### config.mk
export PLATFORM = sky130hd
export DESIGN_NAME = layer_pixel_blend_with_color_key_unit_flat
export DESIGN_NICKNAME = d
export VERILOG_FILES = /design/src/rtl/core/lpbck_pkg.sv /design/src/rtl/core/lpbck_if.sv /design/src/rtl/core/lpbck_cfg_regs.sv /design/src/rtl/core/lpbck_blend.sv /design/src/rtl/core/layer_pixel_blend_with_color_key_unit.sv /design/src/flat_wrapper.sv
export SDC_FILE = /design/constraint.sdc
export NUM_CORES = 1
export LEC_CHECK = 0
export BUFFER_PORTS_ARGS = -buffer_cell sky130_fd_sc_hd__buf_2
export CAP_MARGIN = 10
export CELL_PAD_IN_SITES_DETAIL_PLACEMENT = 0
export CELL_PAD_IN_SITES_GLOBAL_PLACEMENT = 1
export CORE_MARGIN = 2
export CORE_UTILIZATION = 49
export CTS_CLUSTER_SIZE = 20
export DETAILED_ROUTE_END_ITERATION = 10
export HOLD_SLACK_MARGIN = 0.12
export PLACE_DENSITY = 0.82
export RECOVER_POWER = 50
export SYNTH_ARGS = -nofsm -noshare
export SYNTH_HDL_FRONTEND = slang
export SYNTH_HIERARCHICAL = 1
export SYNTH_SLANG_ARGS = --single-unit
### constraint.sdc
create_clock -name clk -period 10.2 [get_ports clk]
set_clock_uncertainty 0.1 [all_clocks]
set_input_delay 2.04 -clock clk [delete_from_list [all_inputs] [get_ports clk]]
set_output_delay 2.04 -clock clk [all_outputs]
set_load 0.05 [all_outputs]
### src/rtl/core/lpbck_pkg.sv
// Shared types, widths and register codes for the layer pixel blend unit.
package lpbck_pkg;

    localparam int MAX_DIM  = 4096;
    localparam int DIM_W    = 13;
    localparam int COORD_W  = 14;
    localparam int PIX_W    = 32;
    localparam int CHAN_W   = 8;
    localparam int KEY_W    = 24;
    localparam int MODE_W   = 2;
    localparam int ADDR_W   = 5;
    localparam int DATA_W   = 32;

    localparam logic [MODE_W-1:0] MODE_RESET  = '0;
    localparam logic [CHAN_W-1:0] ALPHA_RESET = 8'hFF;
    localparam logic [KEY_W-1:0]  KEY_RESET   = '0;
    localparam logic [DIM_W-1:0]  CLIP_LO_RESET = '0;
    localparam logic [DIM_W-1:0]  CLIP_HI_RESET = DIM_W'(MAX_DIM);

    localparam int MODE_KEY_BIT   = 0;
    localparam int MODE_ALPHA_BIT = 1;

    typedef enum logic [2:0] {
        REG_LAYER_MODE  = 3'd0,
        REG_BLEND_ALPHA = 3'd1,
        REG_KEY_COLOR   = 3'd2,
        REG_CLIP_LEFT   = 3'd3,
        REG_CLIP_TOP    = 3'd4,
        REG_CLIP_RIGHT  = 3'd5,
        REG_CLIP_BOTTOM = 3'd6
    } reg_idx_t;

    typedef struct packed {
        logic [MODE_W-1:0] layer_mode;
        logic [CHAN_W-1:0] blend_alpha;
        logic [KEY_W-1:0]  key_color;
        logic [DIM_W-1:0]  clip_left;
        logic [DIM_W-1:0]  clip_top;
        logic [DIM_W-1:0]  clip_right;
        logic [DIM_W-1:0]  clip_bottom;
    } cfg_t;

endpackage

### src/rtl/core/lpbck_if.sv
// Request channel interfaces for pixel input and blended result output.
interface lpbck_in_if;
    logic                               valid;
    logic                               ready;
    logic signed [lpbck_pkg::COORD_W-1:0] dest_x;
    logic signed [lpbck_pkg::COORD_W-1:0] dest_y;
    logic [lpbck_pkg::PIX_W-1:0]        source_pixel;
    logic [lpbck_pkg::PIX_W-1:0]        dest_pixel;

    modport source (
        output valid, dest_x, dest_y, source_pixel, dest_pixel,
        input  ready
    );
    modport sink (
        input  valid, dest_x, dest_y, source_pixel, dest_pixel,
        output ready
    );
endinterface

interface lpbck_out_if;
    logic                        valid;
    logic                        ready;
    logic                        write_enable;
    logic [lpbck_pkg::PIX_W-1:0] result_pixel;

    modport source (
        output valid, write_enable, result_pixel,
        input  ready
    );
    modport sink (
        input  valid, write_enable, result_pixel,
        output ready
    );
endinterface

### src/rtl/core/lpbck_cfg_regs.sv
// APB configuration registers for the layer pixel blend unit.
module lpbck_cfg_regs (
    input  logic                          clk,
    input  logic                          rst_n,
    input  logic                          psel,
    input  logic                          penable,
    input  logic                          pwrite,
    input  logic [lpbck_pkg::ADDR_W-1:0]  paddr,
    input  logic [lpbck_pkg::DATA_W-1:0]  pwdata,
    output logic [lpbck_pkg::DATA_W-1:0]  prdata,
    output logic                          pready,
    output lpbck_pkg::cfg_t               cfg
);
    import lpbck_pkg::*;

    logic [MODE_W-1:0] layer_mode_reg;
    logic [CHAN_W-1:0] blend_alpha_reg;
    logic [KEY_W-1:0]  key_color_reg;
    logic [DIM_W-1:0]  clip_left_reg;
    logic [DIM_W-1:0]  clip_top_reg;
    logic [DIM_W-1:0]  clip_right_reg;
    logic [DIM_W-1:0]  clip_bottom_reg;
    logic              wr_en;
    reg_idx_t          idx;

    assign pready = 1'b1;
    assign wr_en  = psel && penable && pwrite && pready;
    assign idx    = reg_idx_t'(paddr[ADDR_W-1:2]);

    always_ff @(posedge clk or negedge rst_n)
    begin
        if (!rst_n)
        begin
            layer_mode_reg  <= MODE_RESET;
            blend_alpha_reg <= ALPHA_RESET;
            key_color_reg   <= KEY_RESET;
            clip_left_reg   <= CLIP_LO_RESET;
            clip_top_reg    <= CLIP_LO_RESET;
            clip_right_reg  <= CLIP_HI_RESET;
            clip_bottom_reg <= CLIP_HI_RESET;
        end
        else if (wr_en)
        begin
            case (idx)
                REG_LAYER_MODE:  layer_mode_reg  <= pwdata[MODE_W-1:0];
                REG_BLEND_ALPHA: blend_alpha_reg <= pwdata[CHAN_W-1:0];
                REG_KEY_COLOR:   key_color_reg   <= pwdata[KEY_W-1:0];
                REG_CLIP_LEFT:   clip_left_reg   <= pwdata[DIM_W-1:0];
                REG_CLIP_TOP:    clip_top_reg    <= pwdata[DIM_W-1:0];
                REG_CLIP_RIGHT:  clip_right_reg  <= pwdata[DIM_W-1:0];
                REG_CLIP_BOTTOM: clip_bottom_reg <= pwdata[DIM_W-1:0];
                default: ;
            endcase
        end
    end

    always_comb
    begin
        case (idx)
            REG_LAYER_MODE:  prdata = DATA_W'(layer_mode_reg);
            REG_BLEND_ALPHA: prdata = DATA_W'(blend_alpha_reg);
            REG_KEY_COLOR:   prdata = DATA_W'(key_color_reg);
            REG_CLIP_LEFT:   prdata = DATA_W'(clip_left_reg);
            REG_CLIP_TOP:    prdata = DATA_W'(clip_top_reg);
            REG_CLIP_RIGHT:  prdata = DATA_W'(clip_right_reg);
            REG_CLIP_BOTTOM: prdata = DATA_W'(clip_bottom_reg);
            default:         prdata = '0;
        endcase
    end

    assign cfg.layer_mode  = layer_mode_reg;
    assign cfg.blend_alpha = blend_alpha_reg;
    assign cfg.key_color   = key_color_reg;
    assign cfg.clip_left   = clip_left_reg;
    assign cfg.clip_top    = clip_top_reg;
    assign cfg.clip_right  = clip_right_reg;
    assign cfg.clip_bottom = clip_bottom_reg;

endmodule

### src/rtl/core/lpbck_blend.sv
// Clip test, color key test and constant alpha mix for one pixel.
module lpbck_blend (
    input  lpbck_pkg::cfg_t                     cfg,
    input  logic signed [lpbck_pkg::COORD_W-1:0] dest_x,
    input  logic signed [lpbck_pkg::COORD_W-1:0] dest_y,
    input  logic [lpbck_pkg::PIX_W-1:0]         source_pixel,
    input  logic [lpbck_pkg::PIX_W-1:0]         dest_pixel,
    output logic                                write_enable,
    output logic [lpbck_pkg::PIX_W-1:0]         result_pixel
);
    import lpbck_pkg::*;

    localparam int CMP_W = COORD_W + 1;
    localparam int PROD_W = 2 * CHAN_W;

    function automatic logic signed [CMP_W-1:0] clamp_dim(input logic [DIM_W-1:0] v);
        logic [DIM_W-1:0] c;
        c = (32'(v) > MAX_DIM) ? DIM_W'(MAX_DIM) : v;
        return $signed(CMP_W'(c));
    endfunction

    function automatic logic [CHAN_W-1:0] div255(input logic [PROD_W-1:0] v);
        logic [PROD_W:0] t;
        t = (PROD_W+1)'(v) + (PROD_W+1)'(v[PROD_W-1:CHAN_W]) + (PROD_W+1)'(1);
        return t[PROD_W-1:CHAN_W];
    endfunction

    logic signed [CMP_W-1:0] xs;
    logic signed [CMP_W-1:0] ys;
    logic                    in_clip;
    logic [KEY_W-1:0]        key_rgb;
    logic                    keyed;
    logic                    alpha_on;
    logic [CHAN_W-1:0]       inv_alpha;
    logic [PROD_W-1:0]       mix_sum [3];
    logic [PIX_W-1:0]        mixed;

    assign xs = CMP_W'(dest_x);
    assign ys = CMP_W'(dest_y);

    assign in_clip = (xs >= clamp_dim(cfg.clip_left)) && (xs < clamp_dim(cfg.clip_right))
                  && (ys >= clamp_dim(cfg.clip_top))  && (ys < clamp_dim(cfg.clip_bottom));

    assign key_rgb  = {cfg.key_color[7:0], cfg.key_color[15:8], cfg.key_color[23:16]};
    assign keyed    = cfg.layer_mode[MODE_KEY_BIT] && (source_pixel[KEY_W-1:0] == key_rgb);
    assign alpha_on = cfg.layer_mode[MODE_ALPHA_BIT] && (cfg.blend_alpha != 8'hFF);
    assign inv_alpha = ~cfg.blend_alpha;

    always_comb
    begin
        mixed = '0;
        for (int i = 0; i < 3; i++)
        begin
            mix_sum[i] = PROD_W'(source_pixel[i*CHAN_W +: CHAN_W]) * PROD_W'(cfg.blend_alpha)
                       + PROD_W'(dest_pixel[i*CHAN_W +: CHAN_W]) * PROD_W'(inv_alpha);
            mixed[i*CHAN_W +: CHAN_W] = div255(mix_sum[i]);
        end
    end

    always_comb
    begin
        write_enable = in_clip && !keyed;
        if (!write_enable)
            result_pixel = dest_pixel;
        else if (alpha_on)
            result_pixel = mixed;
        else
            result_pixel = source_pixel;
    end

endmodule

### src/rtl/core/layer_pixel_blend_with_color_key_unit.sv
// Top level of the layer pixel blend unit: input register, blend logic, result register.
// A taken request enters the input register, then the result register that drives the output.
// Throughput: one request per cycle unless the output stalls; each stage holds one request.
// Reset: rst_n clears both stage valid flags and loads the register defaults at once.
// Configuration writes apply to whatever request is in the input stage when the result is loaded.
module layer_pixel_blend_with_color_key_unit (
    input  logic                          clk,
    input  logic                          rst_n,
    input  logic                          psel,
    input  logic                          penable,
    input  logic                          pwrite,
    input  logic [lpbck_pkg::ADDR_W-1:0]  paddr,
    input  logic [lpbck_pkg::DATA_W-1:0]  pwdata,
    output logic [lpbck_pkg::DATA_W-1:0]  prdata,
    output logic                          pready,
    lpbck_in_if.sink                      pix_in,
    lpbck_out_if.source                   pix_out
);
    import lpbck_pkg::*;

    cfg_t                       cfg;
    logic                       in_valid_reg;
    logic signed [COORD_W-1:0]  x_reg;
    logic signed [COORD_W-1:0]  y_reg;
    logic [PIX_W-1:0]           spix_reg;
    logic [PIX_W-1:0]           dpix_reg;
    logic                       out_valid_reg;
    logic                       we_reg;
    logic [PIX_W-1:0]           res_reg;
    logic                       we_next;
    logic [PIX_W-1:0]           res_next;
    logic                       out_ready_int;
    logic                       in_take;
    logic                       out_load;

    lpbck_cfg_regs u_cfg (
        .clk     (clk),
        .rst_n   (rst_n),
        .psel    (psel),
        .penable (penable),
        .pwrite  (pwrite),
        .paddr   (paddr),
        .pwdata  (pwdata),
        .prdata  (prdata),
        .pready  (pready),
        .cfg     (cfg)
    );

    lpbck_blend u_blend (
        .cfg          (cfg),
        .dest_x       (x_reg),
        .dest_y       (y_reg),
        .source_pixel (spix_reg),
        .dest_pixel   (dpix_reg),
        .write_enable (we_next),
        .result_pixel (res_next)
    );

    assign out_ready_int = !out_valid_reg || pix_out.ready;
    assign pix_in.ready  = !in_valid_reg || out_ready_int;
    assign in_take       = pix_in.valid && pix_in.ready;
    assign out_load      = in_valid_reg && out_ready_int;

    always_ff @(posedge clk or negedge rst_n)
    begin
        if (!rst_n)
        begin
            in_valid_reg  <= 1'b0;
            out_valid_reg <= 1'b0;
        end
        else
        begin
            if (pix_in.ready)
                in_valid_reg <= pix_in.valid;
            if (out_ready_int)
                out_valid_reg <= in_valid_reg;
        end
    end

    always_ff @(posedge clk)
    begin
        if (in_take)
        begin
            x_reg    <= pix_in.dest_x;
            y_reg    <= pix_in.dest_y;
            spix_reg <= pix_in.source_pixel;
            dpix_reg <= pix_in.dest_pixel;
        end
        if (out_load)
        begin
            we_reg  <= we_next;
            res_reg <= res_next;
        end
    end

    assign pix_out.valid        = out_valid_reg;
    assign pix_out.write_enable = we_reg;
    assign pix_out.result_pixel = res_reg;

`ifndef SYNTHESIS
    a_take_fills_stage: assert property (@(posedge clk) disable iff (!rst_n)
        in_take |=> in_valid_reg)
        else $error("accepted request missing from input stage");

    a_stage_moves_out: assert property (@(posedge clk) disable iff (!rst_n)
        out_load |=> out_valid_reg)
        else $error("input stage request not moved to result stage");

    a_stall_holds_stage: assert property (@(posedge clk) disable iff (!rst_n)
        (in_valid_reg && !out_ready_int) |=> (in_valid_reg && $stable(spix_reg)))
        else $error("stalled input stage lost its request");

    a_empty_accepts: assert property (@(posedge clk) disable iff (!rst_n)
        !in_valid_reg |-> pix_in.ready)
        else $error("empty input stage refused a request");
`endif

endmodule
### src/flat_wrapper.sv
// flat-port wrapper written by rule: the top's interface ports become plain ports
module layer_pixel_blend_with_color_key_unit_flat import lpbck_pkg::*;
  (clk, rst_n, psel, penable, pwrite, paddr, pwdata, prdata, pready, pix_in_valid, pix_in_dest_x, pix_in_dest_y, pix_in_source_pixel, pix_in_dest_pixel, pix_in_ready, pix_out_valid, pix_out_write_enable, pix_out_result_pixel, pix_out_ready);
  lpbck_in_if pix_in_i ();
  lpbck_out_if pix_out_i ();
  input  logic clk;
  input  logic rst_n;
  input  logic psel;
  input  logic penable;
  input  logic pwrite;
  input  logic [lpbck_pkg::ADDR_W-1:0] paddr;
  input  logic [lpbck_pkg::DATA_W-1:0] pwdata;
  output logic [lpbck_pkg::DATA_W-1:0] prdata;
  output logic pready;
  input wire logic [$bits(pix_in_i.valid)-1:0] pix_in_valid;
  input wire logic [$bits(pix_in_i.dest_x)-1:0] pix_in_dest_x;
  input wire logic [$bits(pix_in_i.dest_y)-1:0] pix_in_dest_y;
  input wire logic [$bits(pix_in_i.source_pixel)-1:0] pix_in_source_pixel;
  input wire logic [$bits(pix_in_i.dest_pixel)-1:0] pix_in_dest_pixel;
  output wire logic [$bits(pix_in_i.ready)-1:0] pix_in_ready;
  output wire logic [$bits(pix_out_i.valid)-1:0] pix_out_valid;
  output wire logic [$bits(pix_out_i.write_enable)-1:0] pix_out_write_enable;
  output wire logic [$bits(pix_out_i.result_pixel)-1:0] pix_out_result_pixel;
  input wire logic [$bits(pix_out_i.ready)-1:0] pix_out_ready;
  assign pix_in_i.valid = pix_in_valid;
  assign pix_in_i.dest_x = pix_in_dest_x;
  assign pix_in_i.dest_y = pix_in_dest_y;
  assign pix_in_i.source_pixel = pix_in_source_pixel;
  assign pix_in_i.dest_pixel = pix_in_dest_pixel;
  assign pix_in_ready = pix_in_i.ready;
  assign pix_out_valid = pix_out_i.valid;
  assign pix_out_write_enable = pix_out_i.write_enable;
  assign pix_out_result_pixel = pix_out_i.result_pixel;
  assign pix_out_i.ready = pix_out_ready;
  layer_pixel_blend_with_color_key_unit u_core (.clk(clk), .rst_n(rst_n), .psel(psel), .penable(penable), .pwrite(pwrite), .paddr(paddr), .pwdata(pwdata), .prdata(prdata), .pready(pready), .pix_in(pix_in_i), .pix_out(pix_out_i));
endmodule
==> results.json <==
{
  "rows": 82,
  "wl_um": 65700,
  "syn_area_sq_um": 24800,
  "firstDrtPassIters": 5,
  "tightest_slew_ns": 3.98,
  "arrival_ns": 8.98,
  "run_status": "finished with violations",
  "avgSynthCellArea_sq_um": 10.1,
  "drtIter0Drc": 1144,
  "setup_tns_ns": 0,
  "worstSetupEndpointType": "register",
  "boundaryPins": 204,
  "drt-wirelength-per-cell_um": 20.0,
  "grt_pass1_vias": 19130,
  "clkTransAtPathRegs_ns": 0.06,
  "grt_max_degree": 89,
  "synth_ff_type": "edfxtp_1",
  "required_ns": 10.41,
  "drc": 0,
  "cpMaxStageDelayCell": "dfstp_2",
  "cpMostUsedCell": "fa_1",
  "area_growth_pct": 9.08,
  "max-slew-margin-rel_pct": -165,
  "ys.warnings.count": 6,
  "groute.usage.overall_pct": 25.4,
  "coreArea_sq_um": 50100,
  "holdCritPathClass": "reg2reg",
  "root_buffer": "clkbuf_16",
  "path_max_fanout": 29,
  "ys_ff_latch": 213,
  "initial_core_util_pct": 49.5,
  "cts_resized": 0,
  "die_h_um": 229,
  "antenna_found_initial": 5,
  "worstSkewPairLatency_ns": 0.59,
  "hold_violations": 0,
  "synth_edf_count": 125,
  "io_buffers": 184,
  "viasPerCell": 5.46,
  "cts_sinks": 213,
  "num-nets-final": 3263,
  "slew_violations": 158,
  "cts_made_buffers": 26,
  "max_stage_delay_ns": 0.96,
  "synth.distinct_cells": 98,
  "chipWidth_um": 229,
  "max_freq_ghz": 0.114,
  "place.gp.congestion": 0.884,
  "crit_type": "reg2reg",
  "grt_overflow": 0,
  "synthArstFlopShare_pct": 41.3,
  "cts_tree": "yes",
  "worstSetupStartpointType": "register",
  "finalSetupViolCount": 0,
  "drtAntennaViolNets": 0,
  "grt_pass1_wl_um": 104000,
  "period_needed_ns": 8.77,
  "clock_path_buffers": 3,
  "rsz0062_at_grt": "false",
  "drive_gt1_share_pct": 13.4,
  "htreeDepth": 1,
  "seq_area_frac_synth_pct": 24.1,
  "maxCapViolations": 3,
  "vias": 17919,
  "dp_hpwl_um": 49000,
  "cts.hold.buffers_added": 0,
  "fin_crit_sh_pct": 86.0,
  "violations": "max-capacitance violations, max-slew violations",
  "postCtsSetupBuffers": 0,
  "synthCells": 2458,
  "die_area_sq_um": 52400
}
## path summary, 6_finish.rpt
kind	cells past startpoint	slack [ns]	to	start
max	28	1.43	u_core/pix_out.result_pixel[20]$_DFFE_PP_	u_core/u_cfg/blend_alpha_reg[1]$_DFFE_PN1P_
min	1	0.42	u_core/pix_out.valid$_DFFE_PN0P_	u_core/in_valid_reg$_DFFE_PN0P_
max reg2reg	28	1.43	u_core/pix_out.result_pixel[20]$_DFFE_PP_	u_core/u_cfg/blend_alpha_reg[1]$_DFFE_PN1P_
min reg2reg	1	0.42	u_core/pix_out.valid$_DFFE_PN0P_	u_core/in_valid_reg$_DFFE_PN0P_
max in group asynchronous	2	4.30	u_core/u_cfg/key_color_reg[10]$_DFFE_PN0P_	rst_n
min in group asynchronous	1	1.45	u_core/u_cfg/clip_top_reg[8]$_DFFE_PN0P_	rst_n
## cell usage after synthesis (all sizes together), types with 6 or more instances
cell,n,share of area [%]
nand2b,84,2.1
inv,446,6.8
o21a,13,0.39
nand4,15,0.40
dfstp,10,1.1
o221ai,9,0.32
o211ai,15,0.47
nand2,185,2.8
xor2,23,0.81
nor2b,130,3.3
or3,7,0.18
ha,254,13
clkbuf,81,1.4
mux2i,17,0.69
nor3,24,0.53
fa,288,23
edfxtp,125,15
a22o,6,0.21
a211oi,6,0.20
xnor2,57,2.0
dfrtp,78,7.9
a21o,19,0.59
nor2,77,1.2
buf,26,0.73
nand3,14,0.28
mux2,103,4.7
and3,11,0.28
a221o,10,0.40
o21ai,38,0.78
nor4,6,0.15
o31ai,7,0.27
and2,131,3.3
o2111ai,6,0.21
a21oi,47,1.0
a221oi,13,0.48
## through the flow
step | instances | setup WS, ns | cell area, sq um | hold WS, ns | util, %
finish | 3280 | 1.43 | 27000 | 0.415 | 54.0
global route | 3278 | 0.956 | 27000 | 0.447 | 53.9
floorplan | 2467 | 2.38 | 24800 | 0.375 | -
detailed placement | 3228 | 1.55 | 26100 | 0.411 | 52.2
CTS | 3276 | 1.54 | 27000 | 0.424 | 54.0
global placement | 3228 | 1.72 | 26100 | 0.396 | 52.2
## per-layer routing
| layer | up-vias | GRT usage [%] | part of all wire [%] |
|---|---|---|---|
| met1 | 9049 | 34.1 | 43 |
| met2 | 564 | 42.6 | 48 |
| li1 | 8175 | - | - |
| met5 | - | 0 | 0.043 |
| met3 | 125 | 3.56 | 5.7 |
| met4 | 6 | 8.18 | 3.3 |
## kinds of logic after synthesis
group	synth area share (%)
AND/OR/NAND/NOR	15.4
buffers and inverters	8.88
adder cells (fa/ha/maj)	36.2
AO/OA/AOI/OAI	6.90
flip-flops	24.1
multiplexers	5.37
XOR/XNOR	3.11
other	0.0455
## area by class of cell
| cell class | count | area [sq um] |
|---|---|---|
| diodes | 3 | 7.51 |
| clock buffers | 31 | 699 |
| clock inverters | 17 | 194 |
| fillers | 4516 | 23100 |
| inverters | 446 | 1670 |
| multi-input cells | 1700 | 16600 |
| flip-flops and latches | 213 | 5970 |
| well taps | 672 | 841 |
| repair buffers | 198 | 1010 |
## layout by cell type (no fill, tap or decap), types with 9 or more instances in the layout
master / instances
conb_1: 12
nand2b_1: 84
a221o_1: 10
and2_1: 128
dfrtp_1: 78
fa_1: 288
edfxtp_1: 125
o221ai_1: 9
nand4_1: 14
inv_1: 443
nor2b_1: 130
clkbuf_16: 26
xnor2_1: 57
buf_4: 13
o211ai_1: 14
xor2_1: 23
o21a_1: 13
mux2_1: 30
nor3_1: 22
clkbuf_1: 13
o21ai_0: 34
mux2i_1: 17
buf_2: 174
nor2_1: 73
ha_1: 254
a21o_1: 17
mux2_2: 73
a21oi_1: 46
nand3_1: 14
and3_1: 10
dfstp_2: 10
nand2_1: 185
a221oi_1: 12
## worst max-delay path: cells and delay by family (launching register included)
family / cells / cell delay, ns
and+or+nand+nor: 5 / 1.11
adders and majority gates: 8 / 3.29
buffers and inverters: 5 / 0.61
xor gates and xnor gates: 2 / 0.47
AOI/OAI and AO/OA: 8 / 1.94
DFF: 1 / 0.96
Power is left out: the tool's default activity adds up to more than one toggle a clock period on the data nets, which glitch-free logic cannot reach.
